**config.mk**
```make
export PLATFORM = sky130hd
export DESIGN_NAME = hrpf_fifo
export DESIGN_NICKNAME = d
export VERILOG_FILES = /design/src/hrpf_pkg.sv /design/src/hrpf_fifo.sv
export SDC_FILE = /design/constraint.sdc
export NUM_CORES = 1
export LEC_CHECK = 0
export BUFFER_PORTS_ARGS = -buffer_cell sky130_fd_sc_hd__buf_2
export CORE_MARGIN = 4
export CORE_UTILIZATION = 52
export DETAILED_ROUTE_END_ITERATION = 12
export PLACE_DENSITY = 0.81
export SLEW_MARGIN = 20
export SYNTH_ARGS = -nofsm -noshare
export SYNTH_HDL_FRONTEND = slang
export SYNTH_SLANG_ARGS = --single-unit
```
**constraint.sdc**
```tcl
create_clock -name clk -period 12.65 [get_ports clk]
set_input_delay 3.795 -clock clk [delete_from_list [all_inputs] [get_ports clk]]
set_output_delay 3.795 -clock clk [all_outputs]
set_load 0.05 [all_outputs]
```
**src/hrpf_pkg.sv**
```systemverilog
`timescale 1ns / 1ps
`default_nettype none
// ----------------------------------------------------------------------------
// hrpf_pkg
// Types, constants and helpers shared by the regime probability filter.
// ----------------------------------------------------------------------------
package hrpf_pkg;

  localparam int VAL_W   = 32;
  localparam int PROB_W  = 33;
  localparam int DENS_W  = 48;
  localparam int DIV_NW  = 84;
  localparam int DIV_DW  = 52;
  localparam int DIV_QW  = 49;
  localparam int DIV_CW  = 7;
  localparam int MUL_W   = 34;
  localparam int PROD_W  = 2 * MUL_W;
  localparam int FIFO_DEPTH = 2;

  localparam logic [2:0] CFG_FILTER_MODE    = 3'd0;
  localparam logic [2:0] CFG_STAY_PROB_LOW  = 3'd1;
  localparam logic [2:0] CFG_STAY_PROB_HIGH = 3'd2;
  localparam logic [2:0] CFG_EXTRA_DRIFT    = 3'd3;
  localparam logic [2:0] CFG_SD_FIRST       = 3'd4;
  localparam logic [2:0] CFG_SD_SECOND      = 3'd5;

  localparam logic [1:0] MODE_OWN_SD  = 2'd0;
  localparam logic [1:0] MODE_PICK_SD = 2'd1;
  localparam logic [1:0] MODE_PICK_DR = 2'd2;

  localparam logic [30:0] LOG2E_Q30   = 31'd1549082005;
  localparam logic [17:0] SQRT2PI_Q16 = 18'd164274;
  localparam logic [23:0] EXP_C1      = 24'd11629080;
  localparam logic [23:0] EXP_C2      = 24'd3240472;
  localparam logic [DENS_W-1:0] DENS_FLOOR = 48'd110;
  localparam logic [DIV_QW-1:0] DENS_MAX   = 49'h0_FFFF_FFFF_FFFF;
  localparam logic [DIV_QW-1:0] Z_CAP      = 49'd1048576;
  localparam logic [PROB_W-1:0] PONE       = 33'h1_0000_0000;
  // 1e-10 in Q1.32 truncates to zero, so the floor is one LSB.
  localparam logic [PROB_W-1:0] PROB_FLOOR = 33'd1;
  localparam logic [DIV_CW-1:0] Z_STEPS    = 7'd21;
  localparam logic [DIV_CW-1:0] DENS_STEPS = 7'd48;
  localparam logic [DIV_CW-1:0] PROB_STEPS = 7'd33;

  typedef struct packed {
    logic [1:0]         filter_mode;
    logic [31:0]        stay_prob_low;
    logic [31:0]        stay_prob_high;
    logic signed [31:0] extra_drift;
    logic [31:0]        sd_first;
    logic [31:0]        sd_second;
  } cfg_t;

  typedef struct packed {
    logic signed [31:0] level;
    logic signed [31:0] base_drift;
    logic               regime_bit;
    logic               first_item;
  } in_item_t;

  typedef struct packed {
    logic [PROB_W-1:0] prob_regime_low;
    logic [PROB_W-1:0] prob_regime_high;
    logic              density_floored;
  } out_item_t;

  typedef struct packed {
    logic        first_item;
    logic        use_raw;
    logic [31:0] mag0;
    logic [31:0] mag1;
    logic [31:0] sd0;
    logic [31:0] sd1;
  } work_t;

  typedef struct packed {
    logic              start;
    logic [DIV_NW-1:0] num;
    logic [DIV_DW-1:0] den;
    logic [DIV_CW-1:0] steps;
    logic [DIV_QW-1:0] cap;
  } div_req_t;

  typedef struct packed {
    logic              done;
    logic [DIV_QW-1:0] quo;
  } div_rsp_t;

  function automatic logic signed [31:0] sat_val(input logic signed [34:0] x);
    logic signed [31:0] r;
    if (x > 35'sd2147483647) begin
      r = 32'sh7FFF_FFFF;
    end else if (x < -35'sd2147483648) begin
      r = 32'sh8000_0000;
    end else begin
      r = x[31:0];
    end
    return r;
  endfunction

  function automatic logic [31:0] mag_of(input logic signed [31:0] x);
    return x[31] ? (~x + 32'd1) : x;
  endfunction

  function automatic logic [PROB_W-1:0] floored(input logic [PROB_W-1:0] v);
    return (v < PROB_FLOOR) ? PROB_FLOOR : v;
  endfunction

endpackage
`default_nettype wire

```
**src/hrpf_fifo.sv**
```systemverilog
`timescale 1ns / 1ps
`default_nettype none
// ----------------------------------------------------------------------------
// hrpf_fifo
// Short work queue between the front end and the sequencer.
// ----------------------------------------------------------------------------
module hrpf_fifo (
  input  logic           clk,
  input  logic           rst_n,
  input  logic           wr_en,
  input  hrpf_pkg::work_t wr_data,
  output logic           full,
  input  logic           rd_en,
  output hrpf_pkg::work_t rd_data,
  output logic           empty
);
  import hrpf_pkg::*;

  work_t      mem_r [FIFO_DEPTH];
  logic       wr_ptr_r;
  logic       rd_ptr_r;
  logic [1:0] cnt_r;

  assign full    = (cnt_r == 2'(FIFO_DEPTH));
  assign empty   = (cnt_r == 2'd0);
  assign rd_data = mem_r[rd_ptr_r];

  always_ff @(posedge clk) begin
    if (wr_en) begin
      mem_r[wr_ptr_r] <= wr_data;
    end
  end

  always_ff @(posedge clk) begin
    if (!rst_n) begin
      wr_ptr_r <= 1'b0;
      rd_ptr_r <= 1'b0;
      cnt_r    <= 2'd0;
    end else begin
      if (wr_en) begin
        wr_ptr_r <= ~wr_ptr_r;
      end
      if (rd_en) begin
        rd_ptr_r <= ~rd_ptr_r;
      end
      if (wr_en && !rd_en) begin
        cnt_r <= cnt_r + 2'd1;
      end else if (rd_en && !wr_en) begin
        cnt_r <= cnt_r - 2'd1;
      end
    end
  end

endmodule
`default_nettype wire

```
==> metrics.cfg <==
[clock_network]
cts-root-buf = clkbuf_16
cts_resized = 0
path_clk_slew_ps = 60
hold_buffers = 0
clock_path_buffers = 3
clkLatencyLatePin_ps = 500
cts_max_level = 1
cts_buffers = 26
clkSinkCount = 265
cts_tree = built
post-cts-setup-buffer-count = 0

[run]
max-cap-violations = 0

[pwr]
pwr_density_cell_nw_per_um2 = 176
ir_worst_vdd_mv = 0.119
leakagePower_nw = 4.52

[critical_path]
rrSetupSlack_ps = 10240
ff2ff_path_depth = 2
crit_path_start_kind = register
r2r_start = wr_ptr_r$_SDFFE_PN0P_
endpoint = rd_data[64]
crit_type = register to output pin
r2r_end = mem_r[1][91]$_DFFE_PP_
crit_arrival_ps = 2920
crit_path_end_kind = output pin
crit_required_ps = 8850
timing.critical_path.fanout_max = 67

[sta]
fmax_ghz = 0.149
tightest_slew_ps = 996
final.period_utilization_pct = 53.0
slew_headroom_pct = 33.6
setup-violations-final = 0
drv_slew = 0
clock_skew_ps = 7.41
layout_min_cycle_time_ps = 6710
hold_viol = 0
rsz0062_at_grt = no
setup_tns_ps = 0

[place]
placed_area_um2 = 11100
gp_congestion = 0.780
place_hpwl_um = 12400
port_buffers = 265
dp.cells = 910

[cells_and_area]
antenna_cells = 0
nFillCells = 1183
final_cell_mix = buf_2, edfxtp_1, mux2_2
fin_cells = 958
nets = 844
drive_gt1_share_pct = 60.8
final_common_cell = buf_2
syn_to_final_growth_pct = 24.9
design_area_um2 = 12000

[synth]
synth_area_leaders = edfxtp_1, mux2_2, buf_6, dfxtp_1, and2_1
synth.avg_cell_area_um2 = 22.6
syn-cell-area_um2 = 9620
ys_warn_count = 0
netlist_instances = 426
seq_area_frac_synth_pct = 82.2
synth_seq_cells = 265
synth_top_area_share_pct = 81.1
yosys.area.top_type = edfxtp_1
synth_cell_type_count = 17
syn_nets = 561

[floorplanning]
die-area_um2 = 20700
core.rowCount = 49
dieWidth_um = 144
die_h_um = 144
initial_core_util_pct = 53.2
ios = 266
core-area_um2 = 18100

[routing]
routedWlPerCell_um = 19.3
ant_nets = 0
wl_um = 18500
vias = 4924
drt_first_pass_iters = 4
drc = 0
first_iter_violations = 219
viasPerCell = 5.14

[outcome]
status = finished clean

[worst_hold_path]
hold_path_class = register to register
min_from = cnt_r[1]$_SDFFE_PN0P_

[global_routing]
grt_max_degree = 75
antenna_found_initial = 5
gr-total-overflow = 0
grt_util_all_layers_pct = 17.1
grt_pass1_wl_um = 27600
grt_pass1_vias = 5178

==> worst max-delay path, cell delays in order (launching register included) <==
cell and delay, ps:
dfxtp_4 870, buf_4 790, mux2_2 440, buf_2 220
==> state kept, by name (all words and copies together), names as in the netlist, named ones only <==
name,cells
mem_r,260
wr_ptr_r,1
cnt_r,2
rd_ptr_r,1
==> logic make-up (layout without fill, tap and decap cells) <==
kind of cell | count (synthesis) | after routing | share of synthesized area, %
AO/OA/AOI/OAI | 3 | 3 | 0.208
flip-flops | 265 | 265 | 82.2
multiplexers | 130 | 130 | 15.2
buffers and inverters | 15 | 318 | 1.44
adder cells (fa/ha/maj) | 1 | 1 | 0.130
AND/OR/NAND/NOR | 9 | 9 | 0.559
XOR/XNOR | 3 | 3 | 0.273
==> worst min-delay path by stage <==
stage          slack (ps)  cells past startpoint                     to
3_3_place_gp          480                      2  cnt_r[1]$_SDFFE_PN0P_
2_1_floorplan         470                      2  cnt_r[1]$_SDFFE_PN0P_
4_1_cts               550                      2  cnt_r[1]$_SDFFE_PN0P_
5_1_grt               580                      2  cnt_r[1]$_SDFFE_PN0P_
6_report              540                      2  cnt_r[1]$_SDFFE_PN0P_
3_5_place_dp          530                      2  cnt_r[1]$_SDFFE_PN0P_
==> area by class of cell <==
class / count / area [µm²] / share of cell area [%]
Tap cell: 229 / 287 / 2.38
Clock buffer: 33 / 728 / 6.06
Sequential cell: 265 / 7910 / 65.8
Clock inverter: 15 / 150 / 1.25
Timing Repair Buffer: 269 / 1360 / 11.3
Inverter: 1 / 3.75 / 0.0312
Multi-Input combinational cell: 146 / 1590 / 13.2
==> cells in the mapped netlist <==
| master | count |
|---|---|
| buf_6 | 10 |
| a21boi_1 | 1 |
| buf_4 | 1 |
| ha_1 | 1 |
| dfxtp_1 | 5 |
| edfxtp_1 | 260 |
| xnor2_1 | 1 |
| o21a_1 | 1 |
| o21ai_0 | 1 |
| mux2_2 | 130 |
| xor2_1 | 2 |
| nor2_1 | 1 |
| and2_1 | 4 |
| or3_1 | 1 |
| buf_2 | 3 |
| inv_1 | 1 |
| nor2b_1 | 3 |
==> layer usage <==
| layer | up-vias | track usage (%) | routed length [µm] |
|---|---|---|---|
| li1 | 2267 | - | - |
| met1 | 2432 | 20.3 | 6720 |
| met2 | 184 | 30.9 | 9890 |
| met3 | 31 | 5.22 | 1560 |
| met4 | 10 | 3.87 | 251 |
| met5 | - | 0 | 61 |
==> power by group <==
| group | switching, W | internal (W) | total (W) |
|---|---|---|---|
| Combinational | 0.000229 | 0.0000904 | 0.000319 |
| Clock | 0.000300 | 0.000467 | 0.000766 |
| Sequential | 0.0000182 | 0.00102 | 0.00103 |
==> stage by stage <==
step                hold WS [ps]  total power [W]  worst slack, ps  util (%)
floorplan                    466          0.00130             2550         -
global placement             478          0.00136             6490      61.6
detailed placement           534          0.00137             6410      61.6
CTS                          549          0.00214             5860      66.5
global route                 575          0.00220             5760      66.5
finish                       544          0.00212             5940      66.5
Note: power is estimated with default switching activity, not from simulation.
