File: config.mk
export PLATFORM = sky130hd
export DESIGN_NAME = hrpf_div
export DESIGN_NICKNAME = d
export VERILOG_FILES = /design/src/hrpf_pkg.sv /design/src/hrpf_div.sv
export SDC_FILE = /design/constraint.sdc
export NUM_CORES = 1
export LEC_CHECK = 0
export BUFFER_PORTS_ARGS = -buffer_cell sky130_fd_sc_hd__buf_2
export CAP_MARGIN = 20
export CORE_UTILIZATION = 45
export DETAILED_ROUTE_END_ITERATION = 7
export PLACE_DENSITY_LB_ADDON = 0.05
export SLEW_MARGIN = 20
export SYNTH_ARGS = -nofsm -noshare
export SYNTH_HDL_FRONTEND = slang
export SYNTH_SLANG_ARGS = --single-unit
File: constraint.sdc
create_clock -name clk -period 9.55 [get_ports clk]
set_input_delay 0.4775 -clock clk [delete_from_list [all_inputs] [get_ports clk]]
set_output_delay 0.4775 -clock clk [all_outputs]
set_load 0.02 [all_outputs]
File: src/hrpf_pkg.sv
`timescale 1ns / 1ps
`default_nettype none
// ----------------------------------------------------------------------------
// hrpf_pkg
// Types, constants and helpers shared by the regime probability filter.
// ----------------------------------------------------------------------------
package hrpf_pkg;

  localparam int VAL_W   = 32;
  localparam int PROB_W  = 33;
  localparam int DENS_W  = 48;
  localparam int DIV_NW  = 84;
  localparam int DIV_DW  = 52;
  localparam int DIV_QW  = 49;
  localparam int DIV_CW  = 7;
  localparam int MUL_W   = 34;
  localparam int PROD_W  = 2 * MUL_W;
  localparam int FIFO_DEPTH = 2;

  localparam logic [2:0] CFG_FILTER_MODE    = 3'd0;
  localparam logic [2:0] CFG_STAY_PROB_LOW  = 3'd1;
  localparam logic [2:0] CFG_STAY_PROB_HIGH = 3'd2;
  localparam logic [2:0] CFG_EXTRA_DRIFT    = 3'd3;
  localparam logic [2:0] CFG_SD_FIRST       = 3'd4;
  localparam logic [2:0] CFG_SD_SECOND      = 3'd5;

  localparam logic [1:0] MODE_OWN_SD  = 2'd0;
  localparam logic [1:0] MODE_PICK_SD = 2'd1;
  localparam logic [1:0] MODE_PICK_DR = 2'd2;

  localparam logic [30:0] LOG2E_Q30   = 31'd1549082005;
  localparam logic [17:0] SQRT2PI_Q16 = 18'd164274;
  localparam logic [23:0] EXP_C1      = 24'd11629080;
  localparam logic [23:0] EXP_C2      = 24'd3240472;
  localparam logic [DENS_W-1:0] DENS_FLOOR = 48'd110;
  localparam logic [DIV_QW-1:0] DENS_MAX   = 49'h0_FFFF_FFFF_FFFF;
  localparam logic [DIV_QW-1:0] Z_CAP      = 49'd1048576;
  localparam logic [PROB_W-1:0] PONE       = 33'h1_0000_0000;
  // 1e-10 in Q1.32 truncates to zero, so the floor is one LSB.
  localparam logic [PROB_W-1:0] PROB_FLOOR = 33'd1;
  localparam logic [DIV_CW-1:0] Z_STEPS    = 7'd21;
  localparam logic [DIV_CW-1:0] DENS_STEPS = 7'd48;
  localparam logic [DIV_CW-1:0] PROB_STEPS = 7'd33;

  typedef struct packed {
    logic [1:0]         filter_mode;
    logic [31:0]        stay_prob_low;
    logic [31:0]        stay_prob_high;
    logic signed [31:0] extra_drift;
    logic [31:0]        sd_first;
    logic [31:0]        sd_second;
  } cfg_t;

  typedef struct packed {
    logic signed [31:0] level;
    logic signed [31:0] base_drift;
    logic               regime_bit;
    logic               first_item;
  } in_item_t;

  typedef struct packed {
    logic [PROB_W-1:0] prob_regime_low;
    logic [PROB_W-1:0] prob_regime_high;
    logic              density_floored;
  } out_item_t;

  typedef struct packed {
    logic        first_item;
    logic        use_raw;
    logic [31:0] mag0;
    logic [31:0] mag1;
    logic [31:0] sd0;
    logic [31:0] sd1;
  } work_t;

  typedef struct packed {
    logic              start;
    logic [DIV_NW-1:0] num;
    logic [DIV_DW-1:0] den;
    logic [DIV_CW-1:0] steps;
    logic [DIV_QW-1:0] cap;
  } div_req_t;

  typedef struct packed {
    logic              done;
    logic [DIV_QW-1:0] quo;
  } div_rsp_t;

  function automatic logic signed [31:0] sat_val(input logic signed [34:0] x);
    logic signed [31:0] r;
    if (x > 35'sd2147483647) begin
      r = 32'sh7FFF_FFFF;
    end else if (x < -35'sd2147483648) begin
      r = 32'sh8000_0000;
    end else begin
      r = x[31:0];
    end
    return r;
  endfunction

  function automatic logic [31:0] mag_of(input logic signed [31:0] x);
    return x[31] ? (~x + 32'd1) : x;
  endfunction

  function automatic logic [PROB_W-1:0] floored(input logic [PROB_W-1:0] v);
    return (v < PROB_FLOOR) ? PROB_FLOOR : v;
  endfunction

endpackage
`default_nettype wire

File: src/hrpf_div.sv
`timescale 1ns / 1ps
`default_nettype none
// ----------------------------------------------------------------------------
// hrpf_div
// Restoring divider, one quotient bit per cycle, with a saturating cap.
// ----------------------------------------------------------------------------
module hrpf_div (
  input  logic               clk,
  input  logic               rst_n,
  input  hrpf_pkg::div_req_t req,
  output hrpf_pkg::div_rsp_t rsp
);
  import hrpf_pkg::*;

  logic              busy_r;
  logic              done_r;
  logic [DIV_NW-1:0] num_r;
  logic [DIV_DW-1:0] den_r;
  logic [DIV_DW-1:0] rem_r;
  logic [DIV_QW-1:0] quo_r;
  logic [DIV_QW-1:0] cap_r;
  logic [DIV_CW-1:0] cnt_r;
  logic [DIV_NW-1:0] hi;
  logic [DIV_DW:0]   rs;
  logic              ge;
  logic [DIV_DW:0]   rem_n;
  logic [DIV_QW-1:0] quo_n;

  always_comb begin
    hi    = req.num >> req.steps;
    rs    = {rem_r, num_r[cnt_r]};
    ge    = rs >= {1'b0, den_r};
    rem_n = ge ? (rs - {1'b0, den_r}) : rs;
    quo_n = {quo_r[DIV_QW-2:0], ge};
  end

  assign rsp.done = done_r;
  assign rsp.quo  = quo_r;

  always_ff @(posedge clk) begin
    if (!rst_n) begin
      busy_r <= 1'b0;
      done_r <= 1'b0;
    end else begin
      done_r <= 1'b0;
      if (req.start) begin
        if (req.den == '0 || hi >= DIV_NW'(req.den)) begin
          done_r <= 1'b1;
          busy_r <= 1'b0;
        end else begin
          busy_r <= 1'b1;
        end
      end else if (busy_r && cnt_r == '0) begin
        busy_r <= 1'b0;
        done_r <= 1'b1;
      end
    end
  end

  always_ff @(posedge clk) begin
    if (req.start) begin
      num_r <= req.num;
      den_r <= req.den;
      cap_r <= req.cap;
      cnt_r <= req.steps - DIV_CW'(1);
      rem_r <= hi[DIV_DW-1:0];
      quo_r <= (req.den == '0 || hi >= DIV_NW'(req.den)) ? req.cap : '0;
    end else if (busy_r) begin
      rem_r <= rem_n[DIV_DW-1:0];
      cnt_r <= cnt_r - DIV_CW'(1);
      if (cnt_r == '0) begin
        quo_r <= (quo_n > cap_r) ? cap_r : quo_n;
      end else begin
        quo_r <= quo_n;
      end
    end
  end

endmodule
`default_nettype wire

==> metrics <==
PortBufs=244; Starting Density=0.455; TritonRoute pass-1 iters=6; sequential fraction of the synthesis area=0.361; Die Ht=235 microns; vias in the first global route=20,078; Leak=0.0113 uW; register-to-register setup slack=2.10 ns; slowest CP cell=o32ai_1; Setup Total Neg Slack=0 ns; post-synth top area share=0.359; FP Rows=85; Slew headroom=0.251; Die Span X=235 microns; final setup fails=0; fin area=27,300 sq um; RSZ-0062 raised after global routing=false; Post-CTS Setup Bufs=0; HP Class=input port to register; commonest non-fill, non-tap cells in the layout=293 x edfxtp_1, 278 x nand2_1, 241 x buf_2; Post-DRT Antenna Nets=0; gr usage total=0.289; Clock Latency Late Sink=0.57 ns; Core Region=53,800 sq um; fin. max-slew vios=0; Root Buffer=clkbuf_16; status=complete, no violations; TritonCTS clock tree=built; Clock Path Buffers=3; Final Hold Viols=0; hold_buf cts=0; DP HPWL=61.4 mm; crit-path max FO=40; detailed-route wire length per cell=24.2 microns; clock skew=0.0229 ns; Post-Synth Simple-Gate Area=0.151; post-synth top area cell=edfxtp_1; most frequent CP cell=o21ai_0; Synth Area in XOR/XNOR=0.0168; Final GP Congestion=0.930; Die Area=55,400 sq um; min Tclk post-route=7.45 ns; post-synthesis compound-gate area fraction=0.150; grt ovf=0; peak supply drop=0.000141 V; Reg2Reg Depth=25; startpoint types=register; initial antenna violation count=3; worst slew pin tran=1.12 ns; fin cells=3,375; Critical Path RT=9.90 ns; commonest non-fill, non-tap cell in the layout=edfxtp_1; first-pass GRT wire length=122 mm; worst hold start=req[10]; top post-synthesis cells by area=edfxtp_1 36%, mux4_2 11%, ha_1 7.9%; Final Cycle Share=0.780; Worst EP arrival=7.80 ns; Post-DP Area=26,100 sq um; r2r endpoint=quo_r[20]$_DFFE_PP_; final wirelength=81.6 mm; Peak Freq=134 MHz; RR Startpoint=cnt_r[0]$_DFFE_PP_; CP Class=register to register; # clock sinks=295; Yosys warnings=0; hold depth=1; Final nets=3,003; total CTS buffers=37; mux cell area share after synthesis=0.184; Cell variety after synth=80; synthesis-stage register bit count=295; Vias=21,051; Main synth FF type=edfxtp_1; Power Dens Cells=186 nW/um^2; Adder-Cell Fraction of Synth Area=0.0795; synthesized cell area=24,500 sq um; syn_nets=2,862; Cells after DPL=3,308; CP bufs+invs=4; Critical Path End Type=register; max-cap violation count=0; drt drc=0; main combinational cell family by area after synthesis=multiplexers; initial drt markers=2,011; Area Growth Syn to Fin=11.5%; post-CTS sizing=0; Worst Hold Path EP=cap_r[10]$_DFFE_PP_; num ports=245; Final Power=5090 uW; clk slew on worst S/H paths=0.06 ns; share of cells above drive strength 1=0.197; vias per inst=6.24; H-tree depth=2; Post-synth EDFFs=293; async set or reset register ratio after synthesis=0; largest net degree at the start of global routing=97; CP delay by family, top=compound AO/OA/AOI/OAI gates; crit-path max cell delay=0.69 ns; syn avg cell area=9.75 sq um; Synth Instances=2,512
[cell usage after synthesis, types with 20 or more instances]
library cell,number
a21o_1,46
a21oi_1,150
nor4_1,22
xnor2_1,28
mux2i_1,96
a311oi_1,54
nor3_1,37
ha_1,154
buf_2,31
o21ai_0,142
nand3_1,90
mux2_2,51
a31oi_1,20
inv_1,173
nand4_1,42
nand2_1,278
clkbuf_1,113
nor2_1,234
a211oi_1,34
mux4_2,125
edfxtp_1,293
[report_power, final]
part,switching [uW],internal [uW]
clock,573,823
combinational,1170,781
sequential,106,1630
[flip-flops by register name (all words and copies together), names as in the netlist]
signal / cells
num_r: 84
done_r: 1
den_r: 52
cnt_r: 7
quo_r: 49
rem_r: 52
cap_r: 49
busy_r: 1
[area by class of cell]
cell class,instances,area (sq um)
fill,5071,26500
multi-input combinational,1864,14200
sequential,295,8840
timing repair buffer,278,1510
clock buffer,47,1010
tap,696,871
inverter,177,667
clock inverter,16,158
antenna,2,5.00
[how the worst max path moves through the flow]
| stage | depth (start not counted) | to | startpoint |
|---|---|---|---|
| 6_report | 25 | quo_r[20]$_DFFE_PP_ | cnt_r[0]$_DFFE_PP_ |
| 5_1_grt | 25 | quo_r[42]$_DFFE_PP_ | cnt_r[0]$_DFFE_PP_ |
| 4_1_cts | 24 | quo_r[20]$_DFFE_PP_ | cnt_r[0]$_DFFE_PP_ |
| 3_5_place_dp | 24 | quo_r[20]$_DFFE_PP_ | cnt_r[0]$_DFFE_PP_ |
| 3_3_place_gp | 21 | quo_r[9]$_DFFE_PP_ | cnt_r[0]$_DFFE_PP_ |
| 2_1_floorplan | 28 | quo_r[0]$_DFFE_PP_ | cnt_r[0]$_DFFE_PP_ |
[metrics by stage]
step,hold slack (ns),setup slack [ns],util
6_report,0.110,2.10,0.507
5_1_grt,0.0970,1.43,0.507
4_1_cts,0.0824,1.79,0.507
3_5_place_dp,0.555,1.85,0.485
3_3_place_gp,0.570,2.03,0.485
2_1_floorplan,0.501,3.24,-
[kinds of logic after synthesis]
| logic type | count (synthesis) |
|---|---|
| adders and majority gates | 155 |
| AOI/OAI and AO/OA | 568 |
| DFF | 295 |
| xor gates and xnor gates | 47 |
| and+or+nand+nor | 809 |
| muxes | 285 |
| buffers and inverters | 353 |
[routing by layer]
metal | up-vias | GRT usage | part of all wire
met4 | 0 | 0.0978 | 0.031
li1 | 9757 | - | -
met5 | - | 0 | 0
met2 | 866 | 0.460 | 0.47
met3 | 135 | 0.0427 | 0.068
met1 | 10293 | 0.402 | 0.43
(Power assumes the default switching activity.)
