[config.mk]
export PLATFORM = sky130hd
export DESIGN_NAME = hrpf_front
export DESIGN_NICKNAME = d
export VERILOG_FILES = /design/src/hrpf_pkg.sv /design/src/hrpf_front.sv
export SDC_FILE = /design/constraint.sdc
export NUM_CORES = 1
export LEC_CHECK = 0
export ABC_AREA = 1
export BUFFER_PORTS_ARGS = -buffer_cell sky130_fd_sc_hd__buf_2
export CORE_MARGIN = 5
export CORE_UTILIZATION = 51
export DETAILED_ROUTE_END_ITERATION = 12
export GPL_ROUTABILITY_DRIVEN = 1
export HOLD_SLACK_MARGIN = 0.1
export PLACE_DENSITY_LB_ADDON = 0.1
export SETUP_SLACK_MARGIN = 0.5
export SLEW_MARGIN = 20
export SYNTH_ARGS = -nofsm -noshare
export SYNTH_HDL_FRONTEND = slang
export SYNTH_SLANG_ARGS = --single-unit
[constraint.sdc]
create_clock -name clk -period 5.9 [get_ports clk]
set_input_delay 0.295 -clock clk [delete_from_list [all_inputs] [get_ports clk]]
set_output_delay 0.295 -clock clk [all_outputs]
set_load 0.01 [all_outputs]
[src/hrpf_pkg.sv]
`timescale 1ns / 1ps
`default_nettype none
// ----------------------------------------------------------------------------
// hrpf_pkg
// Types, constants and helpers shared by the regime probability filter.
// ----------------------------------------------------------------------------
package hrpf_pkg;

  localparam int VAL_W   = 32;
  localparam int PROB_W  = 33;
  localparam int DENS_W  = 48;
  localparam int DIV_NW  = 84;
  localparam int DIV_DW  = 52;
  localparam int DIV_QW  = 49;
  localparam int DIV_CW  = 7;
  localparam int MUL_W   = 34;
  localparam int PROD_W  = 2 * MUL_W;
  localparam int FIFO_DEPTH = 2;

  localparam logic [2:0] CFG_FILTER_MODE    = 3'd0;
  localparam logic [2:0] CFG_STAY_PROB_LOW  = 3'd1;
  localparam logic [2:0] CFG_STAY_PROB_HIGH = 3'd2;
  localparam logic [2:0] CFG_EXTRA_DRIFT    = 3'd3;
  localparam logic [2:0] CFG_SD_FIRST       = 3'd4;
  localparam logic [2:0] CFG_SD_SECOND      = 3'd5;

  localparam logic [1:0] MODE_OWN_SD  = 2'd0;
  localparam logic [1:0] MODE_PICK_SD = 2'd1;
  localparam logic [1:0] MODE_PICK_DR = 2'd2;

  localparam logic [30:0] LOG2E_Q30   = 31'd1549082005;
  localparam logic [17:0] SQRT2PI_Q16 = 18'd164274;
  localparam logic [23:0] EXP_C1      = 24'd11629080;
  localparam logic [23:0] EXP_C2      = 24'd3240472;
  localparam logic [DENS_W-1:0] DENS_FLOOR = 48'd110;
  localparam logic [DIV_QW-1:0] DENS_MAX   = 49'h0_FFFF_FFFF_FFFF;
  localparam logic [DIV_QW-1:0] Z_CAP      = 49'd1048576;
  localparam logic [PROB_W-1:0] PONE       = 33'h1_0000_0000;
  // 1e-10 in Q1.32 truncates to zero, so the floor is one LSB.
  localparam logic [PROB_W-1:0] PROB_FLOOR = 33'd1;
  localparam logic [DIV_CW-1:0] Z_STEPS    = 7'd21;
  localparam logic [DIV_CW-1:0] DENS_STEPS = 7'd48;
  localparam logic [DIV_CW-1:0] PROB_STEPS = 7'd33;

  typedef struct packed {
    logic [1:0]         filter_mode;
    logic [31:0]        stay_prob_low;
    logic [31:0]        stay_prob_high;
    logic signed [31:0] extra_drift;
    logic [31:0]        sd_first;
    logic [31:0]        sd_second;
  } cfg_t;

  typedef struct packed {
    logic signed [31:0] level;
    logic signed [31:0] base_drift;
    logic               regime_bit;
    logic               first_item;
  } in_item_t;

  typedef struct packed {
    logic [PROB_W-1:0] prob_regime_low;
    logic [PROB_W-1:0] prob_regime_high;
    logic              density_floored;
  } out_item_t;

  typedef struct packed {
    logic        first_item;
    logic        use_raw;
    logic [31:0] mag0;
    logic [31:0] mag1;
    logic [31:0] sd0;
    logic [31:0] sd1;
  } work_t;

  typedef struct packed {
    logic              start;
    logic [DIV_NW-1:0] num;
    logic [DIV_DW-1:0] den;
    logic [DIV_CW-1:0] steps;
    logic [DIV_QW-1:0] cap;
  } div_req_t;

  typedef struct packed {
    logic              done;
    logic [DIV_QW-1:0] quo;
  } div_rsp_t;

  function automatic logic signed [31:0] sat_val(input logic signed [34:0] x);
    logic signed [31:0] r;
    if (x > 35'sd2147483647) begin
      r = 32'sh7FFF_FFFF;
    end else if (x < -35'sd2147483648) begin
      r = 32'sh8000_0000;
    end else begin
      r = x[31:0];
    end
    return r;
  endfunction

  function automatic logic [31:0] mag_of(input logic signed [31:0] x);
    return x[31] ? (~x + 32'd1) : x;
  endfunction

  function automatic logic [PROB_W-1:0] floored(input logic [PROB_W-1:0] v);
    return (v < PROB_FLOOR) ? PROB_FLOOR : v;
  endfunction

endpackage
`default_nettype wire

[src/hrpf_front.sv]
`timescale 1ns / 1ps
`default_nettype none
// ----------------------------------------------------------------------------
// hrpf_front
// Accepts items, forms the regime residuals and picks the deviations.
// ----------------------------------------------------------------------------
module hrpf_front (
  input  logic               clk,
  input  logic               rst_n,
  input  logic               in_push,
  input  hrpf_pkg::in_item_t in_data,
  output logic               in_full,
  input  hrpf_pkg::cfg_t     cfg,
  input  logic               q_full,
  output logic               q_wr,
  output hrpf_pkg::work_t    q_data
);
  import hrpf_pkg::*;

  logic signed [31:0] prev_level_r;
  logic signed [34:0] v;
  logic signed [34:0] vn;
  logic signed [31:0] r0;
  logic signed [31:0] r1;
  logic [31:0]        sd_a;
  logic [31:0]        sd_b;
  logic [31:0]        sd_pick;

  assign in_full = q_full;
  assign q_wr    = in_push && !q_full;

  always_comb begin
    v       = 35'(in_data.level) - 35'(prev_level_r) - 35'(in_data.base_drift);
    vn      = v - 35'(cfg.extra_drift);
    sd_a    = (cfg.sd_first == 32'd0) ? 32'd1 : cfg.sd_first;
    sd_b    = (cfg.sd_second == 32'd0) ? 32'd1 : cfg.sd_second;
    sd_pick = in_data.regime_bit ? sd_b : sd_a;
    q_data.first_item = in_data.first_item;
    q_data.use_raw    = 1'b0;
    r0 = sat_val(v);
    r1 = sat_val(vn);
    q_data.sd0 = sd_a;
    q_data.sd1 = sd_b;
    case (cfg.filter_mode)
      MODE_PICK_SD: begin
        q_data.use_raw = 1'b1;
        q_data.sd0     = sd_pick;
        q_data.sd1     = sd_pick;
      end
      MODE_PICK_DR: begin
        q_data.use_raw = 1'b1;
        r0 = in_data.regime_bit ? sat_val(vn) : sat_val(v);
        r1 = r0;
      end
      default: begin
        q_data.use_raw = 1'b0;
      end
    endcase
    q_data.mag0 = mag_of(r0);
    q_data.mag1 = mag_of(r1);
  end

  always_ff @(posedge clk) begin
    if (!rst_n) begin
      prev_level_r <= '0;
    end else if (q_wr) begin
      prev_level_r <= in_data.level;
    end
  end

endmodule
`default_nettype wire

==> out/results.ini, run 1 <==
[status]
status = finished with violations
violations = negative setup slack

[worst_setup_path]
startpoint = prev_level_r[0]
crit_end = q_data[95]
worstSetupStartpointType = register
worstPathArrival_ns = 5.95
required_ns = 5.61
worstReg2RegEnd = prev_level_r[1]
r2r_slack_ns = 5.26
r2r_start = prev_level_r[1]
cpMaxStageDelayCell = fa_1
worst_path_largest_cell_delay_ns = 0.52
cp-end-kind = output port
rr_worst_depth = 2
crit_fanout = 14
setup.worst_path.class = reg -> out

[floorplanning]
fp.dieH_microns = 160
num_rows = 55
die_x_microns = 160
core_sq_um = 22400
start_util = 0.513
die_area_sq_um = 25700
io_pins = 364

[power]
p_per_area_nw_per_um2 = 636
p_leak_nw = 9.15
ir_drop_v = 0.000361
total_power_w = 0.0107

[synth]
synth_edf_count = 0
yosysMostFrequentCell = nand2_1
synth_seq_cells = 32
seq_area_frac_synth = 0.0557
avgSynthCellArea_sq_um = 5.48
synthTopCellsByCount = nand2_1 (667), inv_1 (373), nor2_1 (158), o21ai_0 (126), nand3_1 (120)
yosysWarnings = 0
synth_top_cell_area_share = 0.218
syn_area_sq_um = 11500
ys.flop_type = dfxtp_1
syn_nets = 2438
yosysUniqueCellTypes = 45
async_flop_share = 0
synth_area_leaders = nand2_1 (22%), inv_1 (12%), ha_1 (7.9%)
syn_inst = 2100
synth_top_area_cell = nand2_1

[layout]
top_register = prev_level_r
top_regs = prev_level_r (32)
largest_register_ffs = 32
area_delta_synth_final_pct = 46.9
drive_above_1_share = 0.372
final_nets = 2960
design_area_sq_um = 16900
fillers = 1912
diodes = 0

[timing]
rsz0062_at_grt = yes
worst_pin_slew_ns = 1.09
fin_crit_ns = 6.24
tns_ns = -12.50
setup_violations = 54
fmax_mhz = 160
skew_ns = 0
maxSlewViolCount = 0
setup_slack_ns = -0.345
finalCritPeriodShare = 1.06
hold_viol = 0
holdWs_ns = 0.314
slew-limit-headroom = 0.271

[detailed_routing]
wl_mm = 43.8
viasPerCell = 5.19
wl_per_cell_microns = 15.0
ant_nets = 0
route.vias.total = 15100
drc_errors = 0
drtPass1Iterations = 6
drt_iter0_drc = 1010

[clocking]
cts_buffers = 5
cts_tree = built
clock_latency_ns = 0.30
cts_sinks = 32
clockBufferDepth = 2
path_clk_slew_ns = 0.06
htreeDepth = 2
root_buffer = clkbuf_16
hold_buffers = 0

[placement]
dp_slack_ns = -0.329
dpl_cell_area_sq_um = 14900
globalplace.congestion = 0.954
io_buffers = 297
dp.final_hpwl_mm = 36.0

[hold_path]
hold_depth = 3
hold_class = in -> reg

[grt]
grt_max_degree = 97
grt_pass1_wl_mm = 68.9
grt-ovfl-total = 0
antenna_found_initial = 1
grt_usage = 0.321
first_global_vias = 14500

[flow_run]
drv_cap = 0

cells in the final DEF, fill, tap and decap left out, types with 5 or more instances in the layout:
master,n
dfxtp_1,31
nand3_2,37
buf_2,292
nand2_4,35
inv_1,365
ha_4,14
o21ai_2,11
o21ai_0,118
nand4_1,27
nand3b_1,7
nor4_1,6
nand2_2,109
ha_2,8
nor2_2,52
buf_6,25
a31oi_1,6
nor3_1,8
nand2_1,567
fa_1,32
ha_1,51
xor2_1,46
o21bai_1,9
xnor2_1,27
o211ai_1,33
xnor2_2,5
a21oi_1,92
o21ai_4,6
inv_2,11
nand3_1,97
buf_4,263
nor2_1,97
nand3_4,11
clkbuf_16,5
a21oi_2,15
xor2_2,13
o21ai_1,14
nor2_4,37
worst min-delay path by stage:
| stage | end | from |
|---|---|---|
| after global routing | prev_level_r[19] | in_data[53] |
| after detailed placement | prev_level_r[25] | prev_level_r[25] |
| after CTS | prev_level_r[1] | in_data[35] |
| after floorplan | prev_level_r[1] | in_data[35] |
| final | prev_level_r[15] | in_data[49] |
| after global placement | prev_level_r[23] | prev_level_r[23] |
cell type report:
cell class / count / area (sq um) / share of cell area
timing repair buffer: 585 / 3810 / 0.226
clock inverter: 3 / 42.5 / 0.00252
tap: 285 / 357 / 0.0211
clock buffer: 5 / 125 / 0.00741
multi-input combinational: 1616 / 10500 / 0.620
sequential: 32 / 642 / 0.0380
inverter: 382 / 1440 / 0.0855
cell families (layout without fill, tap and decap cells):
family,after synthesis,in the layout,synth area share
AO/OA/AOI/OAI,318,318,0.154
XOR/XNOR,94,94,0.0716
adder cells (fa/ha/maj),106,106,0.137
buffers and inverters,452,975,0.159
flip-flops,32,32,0.0557
AND/OR/NAND/NOR,1098,1098,0.422
power breakdown:
| part | internal, W | switching, W | total, W | leakage, nW |
|---|---|---|---|---|
| Sequential | 0.000231 | 0.00000390 | 0.000235 | 0.265 |
| Combinational | 0.00434 | 0.00584 | 0.0102 | 8.81 |
| Clock | 0.000199 | 0.000117 | 0.000316 | 0.0798 |
per-layer routing:
| metal | vias up | global-route usage | wire, microns |
|---|---|---|---|
| met5 | - | 0 | 0 |
| met4 | 0 | 0.0845 | 1210 |
| met3 | 96 | 0.0351 | 2320 |
| met2 | 462 | 0.586 | 22000 |
| met1 | 6903 | 0.400 | 18200 |
| li1 | 7618 | - | - |
repair_timing:
item / CTS / global route
resized for setup: 190 / 192
endpoints found under the hold margin: 0 / 0
setup buffers: 20 / 16
pin swaps: 75 / 103
cloned: 1 / 0
endpoints found under the setup margin: 64 / 64
critical path, delay by kind of cell (launching register included):
kind / cells / cell delay (ns)
AOI/OAI and AO/OA: 6 / 1.03
xor gates and xnor gates: 1 / 0.23
adders and majority gates: 4 / 1.21
buffers and inverters: 9 / 1.13
DFF: 1 / 0.32
and+or+nand+nor: 17 / 1.71
metrics by stage:
step	std cells	util
final	2908	0.753
after global placement	2863	0.665
after CTS	2892	0.712
after global routing	2908	0.753
after detailed placement	2863	0.665
after floorplan	2100	-
No activity file was read; power rests on OpenSTA's default activity.
==> inputs of run 2 (changes only) <==
Settings changed: CORE_ASPECT_RATIO from default to 0.8, SKIP_LAST_GASP from default to 1.
==> out/results.ini, run 2 (synthesized netlist as in run 1, its figures left out) <==
[clocking]
cts_buffers = 5
cts_sinks = 32
cts_tree = built
path_clk_slew_ns = 0.06
clock_latency_ns = 0.29
hold_buffers = 0
htreeDepth = 2
root_buffer = clkbuf_16
clockBufferDepth = 2

[layout]
layout_common_cells = nand2_1 (572), inv_1 (361), buf_4 (297)
largest_register_ffs = 32
final_common_cell = nand2_1
top_regs = prev_level_r (32)
final_nets = 2988
top_register = prev_level_r
fin_cells = 2957
drive_above_1_share = 0.370
area_delta_synth_final_pct = 47.3

[hold_path]
hold_class = in -> reg
hp-start = in_data[55]

[worst_setup_path]
crit_family = simple AND/OR/NAND/NOR gates
worstPathArrival_ns = 5.97
startpoint = prev_level_r[0]
required_ns = 5.61
r2r_start = prev_level_r[1]
worstSetupStartpointType = register
cp-end-kind = output port
critPathBufInv = 7
crit_fanout = 6
setup.worst_path.class = reg -> out
worst_path_largest_cell_delay_ns = 0.54
cpMaxStageDelayCell = fa_1
crit_top_cell = nand2_1

[detailed_routing]
drt_iter0_drc = 1104
route.vias.total = 15600
wl_mm = 45.3
drc_errors = 0
wl_per_cell_microns = 15.3
viasPerCell = 5.26
ant_nets = 0
drtPass1Iterations = 7

[placement]
dp.final_hpwl_mm = 35.7
io_buffers = 297
dp_cells = 2907
dp_slack_ns = -0.367
globalplace.congestion = 0.984

[flow_run]
drv_cap = 0

[grt]
grt-ovfl-total = 0
grt_max_degree = 97
grt_usage = 0.321
first_global_vias = 14500
grt_pass1_wl_mm = 67.9
antenna_found_initial = 1

[floorplanning]
core_sq_um = 22300
fp.dieH_microns = 144
die_x_microns = 178
start_util = 0.515
io_pins = 364
num_rows = 49
die_area_sq_um = 25700

[power]
total_power_w = 0.0109
p_per_area_nw_per_um2 = 642
p_leak_nw = 9.27
ir_drop_v = 0.000341

[timing]
hold_viol = 0
finalCritPeriodShare = 1.06
skew_ns = 0
fmax_mhz = 160
slew-limit-headroom = 0.296
worst_pin_slew_ns = 1.06
tns_ns = -15.15
rsz0062_at_grt = yes
fin_crit_ns = 6.26
setup_violations = 57
setup_slack_ns = -0.365
maxSlewViolCount = 0

[status]
status = finished with violations
violations = negative setup slack

run 2: cell count changes in the layout (fill, tap and decap cells not counted), sizes merged:
cell / previous run / this run
bufinv: 1 / 0
clkbuf: 5 / 7
buf: 585 / 613
clkinvlp: 1 / 0
clkinv: 3 / 2
diode: 0 / 1
run 2: layer usage:
layer	GRT usage	wire length [microns]
met2	0.558	21700
met1	0.415	18800
met4	0.102	1540
met3	0.0410	3310
met5	0	0
run 2: where the power goes:
group          switching (W)  leakage, nW  internal (W)  total, W
Sequential        0.00000390        0.265      0.000231  0.000235
Clock               0.000111       0.0760      0.000178  0.000289
Combinational        0.00588         8.93       0.00448    0.0104
Total                0.00599         9.27       0.00489    0.0109
run 2: worst paths after layout:
kind | depth (start not counted) | slack [ns] | to
max | 38 | -0.36 | q_data[125]
min | 3 | 0.31 | prev_level_r[21]
max reg2reg | 2 | 5.26 | prev_level_r[1]
min reg2reg | 2 | 0.47 | prev_level_r[0]
run 2: what timing repair did:
action	4_1_cts	5_1_grt
setup buffers	25	15
gates resized for setup	155	176
pin swaps	55	99
gates cloned	2	0
endpoints found under the setup margin	64	64
run 2: worst min-delay path, cell delays in order:
cell	delay (ns)
buf_2	0.10
o21ai_0	0.08
a21oi_1	0.10
run 2: cell type report:
class,instances,area (sq um)
multi-input cells,1616,10300
fillers,1871,5380
repair buffers,613,4020
inverters,382,1440
flip-flops and latches,32,642
well taps,306,383
clock buffers,7,153
diodes,1,2.50
run 2: through the flow:
| step | instance area (sq um) | util | hold slack (ns) |
|---|---|---|---|
| 2_1_floorplan | 11600 | - | 0.430 |
| 6_report | 16900 | 0.759 | 0.308 |
| 4_1_cts | 16100 | 0.720 | 0.303 |
| 5_1_grt | 16900 | 0.759 | 0.346 |
| 3_5_place_dp | 15100 | 0.678 | 0.466 |
| 3_3_place_gp | 15100 | 0.678 | 0.457 |
==> inputs of run 3 (changes only) <==
Settings changed: RECOVER_POWER from default to 100.
==> out/results.ini, run 3 (synthesized netlist as in run 1, its figures left out) <==
[status]
status = finished with violations
violations = max-capacitance violations, max-slew violations, negative setup slack

[floorplanning]
die_x_microns = 178
core_sq_um = 22300
io_pins = 364
die_area_sq_um = 25700
num_rows = 49
start_util = 0.515
fp.dieH_microns = 144

[power]
p_leak_nw = 9.07
total_power_w = 0.0109
power_frac_comb = 0.952
power.share.sequential = 0.022
ir_drop_v = 0.000343
power.internal_w = 0.00488
p_sw_frac = 0.551
p_per_area_nw_per_um2 = 645
clkPwrFrac = 0.027
p_switching_w = 0.00599

[layout]
top_regs = prev_level_r (32)
utilization = 0.755
final_common_cell = nand2_1
area_delta_synth_final_pct = 46.5
fin_cells = 2957
top_register = prev_level_r
drive_above_1_share = 0.345
layout_common_cells = nand2_1 (572), inv_1 (361), buf_4 (295)
largest_register_ffs = 32
final_nets = 2988

[clocking]
cts_sinks = 32
clockBufferDepth = 2
clock_latency_ns = 0.29
root_buffer = clkbuf_16
cts_tree = built
cts_buffers = 5
htreeDepth = 2
hold_buffers = 0
path_clk_slew_ns = 0.06

[placement]
globalplace.congestion = 0.984
dp_cells = 2907
io_buffers = 297
dp.final_hpwl_mm = 35.7

[hold_path]
hold_class = in -> reg
hp-start = in_data[55]

[grt]
grt_pass1_wl_mm = 67.9
grt_usage = 0.321
first_global_vias = 14500
grt_max_degree = 97
antenna_found_initial = 1
grt-ovfl-total = 0

[detailed_routing]
wl_per_cell_microns = 15.3
drtPass1Iterations = 7
route.vias.total = 15600
drc_errors = 0
viasPerCell = 5.29
ant_nets = 0
wl_mm = 45.3
drt_iter0_drc = 1038

[worst_setup_path]
worstPathArrival_ns = 5.99
cpMaxStageDelayCell = fa_1
r2r_slack_ns = 5.22
worst_path_largest_cell_delay_ns = 0.54
r2r_start = prev_level_r[10]
startpoint = prev_level_r[0]
setup.worst_path.class = reg -> out
required_ns = 5.61
cp-end-kind = output port
crit_top_cell = nand2_1
worstSetupStartpointType = register
crit_fanout = 6

[timing]
fmax_mhz = 159
holdWs_ns = 0.309
slew-limit-headroom = -1.10
hold_viol = 0
fin_crit_ns = 6.28
finalCritPeriodShare = 1.06
rsz0062_at_grt = yes
worst_pin_slew_ns = 3.14
setup_slack_ns = -0.381
skew_ns = 0
maxSlewViolCount = 161
setup_violations = 57

[flow_run]
drv_cap = 2

[run 3: per-stage QoR]
step / instance area (sq um) / setup slack [ns] / setup TNS (ns)
after floorplan: 11600 / 0.527 / 0
after global placement: 15100 / -0.190 / -5.44
after detailed placement: 15100 / -0.367 / -14.76
after CTS: 16100 / -0.147 / -4.33
after global routing: 16900 / -0.697 / -34.03
final: 16900 / -0.381 / -15.54
[run 3: worst paths after layout]
| path | endpoint | cells after the start |
|---|---|---|
| worst max-delay path | q_data[125] | 38 |
| worst min-delay path | prev_level_r[21] | 3 |
| worst max register to register | prev_level_r[10] | 2 |
| worst min register to register | prev_level_r[0] | 2 |
[run 3: final cells by class]
type,instances,area [sq um]
timing repair buffer,613,3930
sequential,32,642
fill,1910,5470
tap,306,383
inverter,382,1440
multi-input combinational,1616,10300
antenna,1,2.50
clock buffer,7,153
[run 3: routing by layer]
layer	share of wire	wire, microns	vias up	global-route usage
met3	0.074	3360	105	0.0410
met1	0.41	18700	7208	0.415
met4	0.033	1510	0	0.102
li1	-	-	7680	-
met5	0	0	-	0
met2	0.48	21700	635	0.558
[run 3: worst max-delay path: cells and delay by family, from the launching register on]
family          cells  cell delay (ns)
flops               1             0.32
buf+inv             7             0.83
fa+ha+maj           4             1.48
compound gates      4             0.54
simple gates       22             2.32
xor+xnor            1             0.17
[run 3: power groups by stage]
stage                     clock [W]  combinational [W]  sequential, W
after detailed placement          0            0.00857       0.000239
after global routing       0.000305             0.0112       0.000236
after CTS                  0.000291            0.00933       0.000235
after floorplan                   0            0.00522       0.000238
after global placement            0            0.00845       0.000238
final                      0.000288             0.0104       0.000235
[run 3: repair_timing]
action	in CTS	in global routing
cloned	2	0
gates resized for setup	155	176
buffers inserted	25	15
endpoints found under the setup margin	64	64
pin swaps	55	99
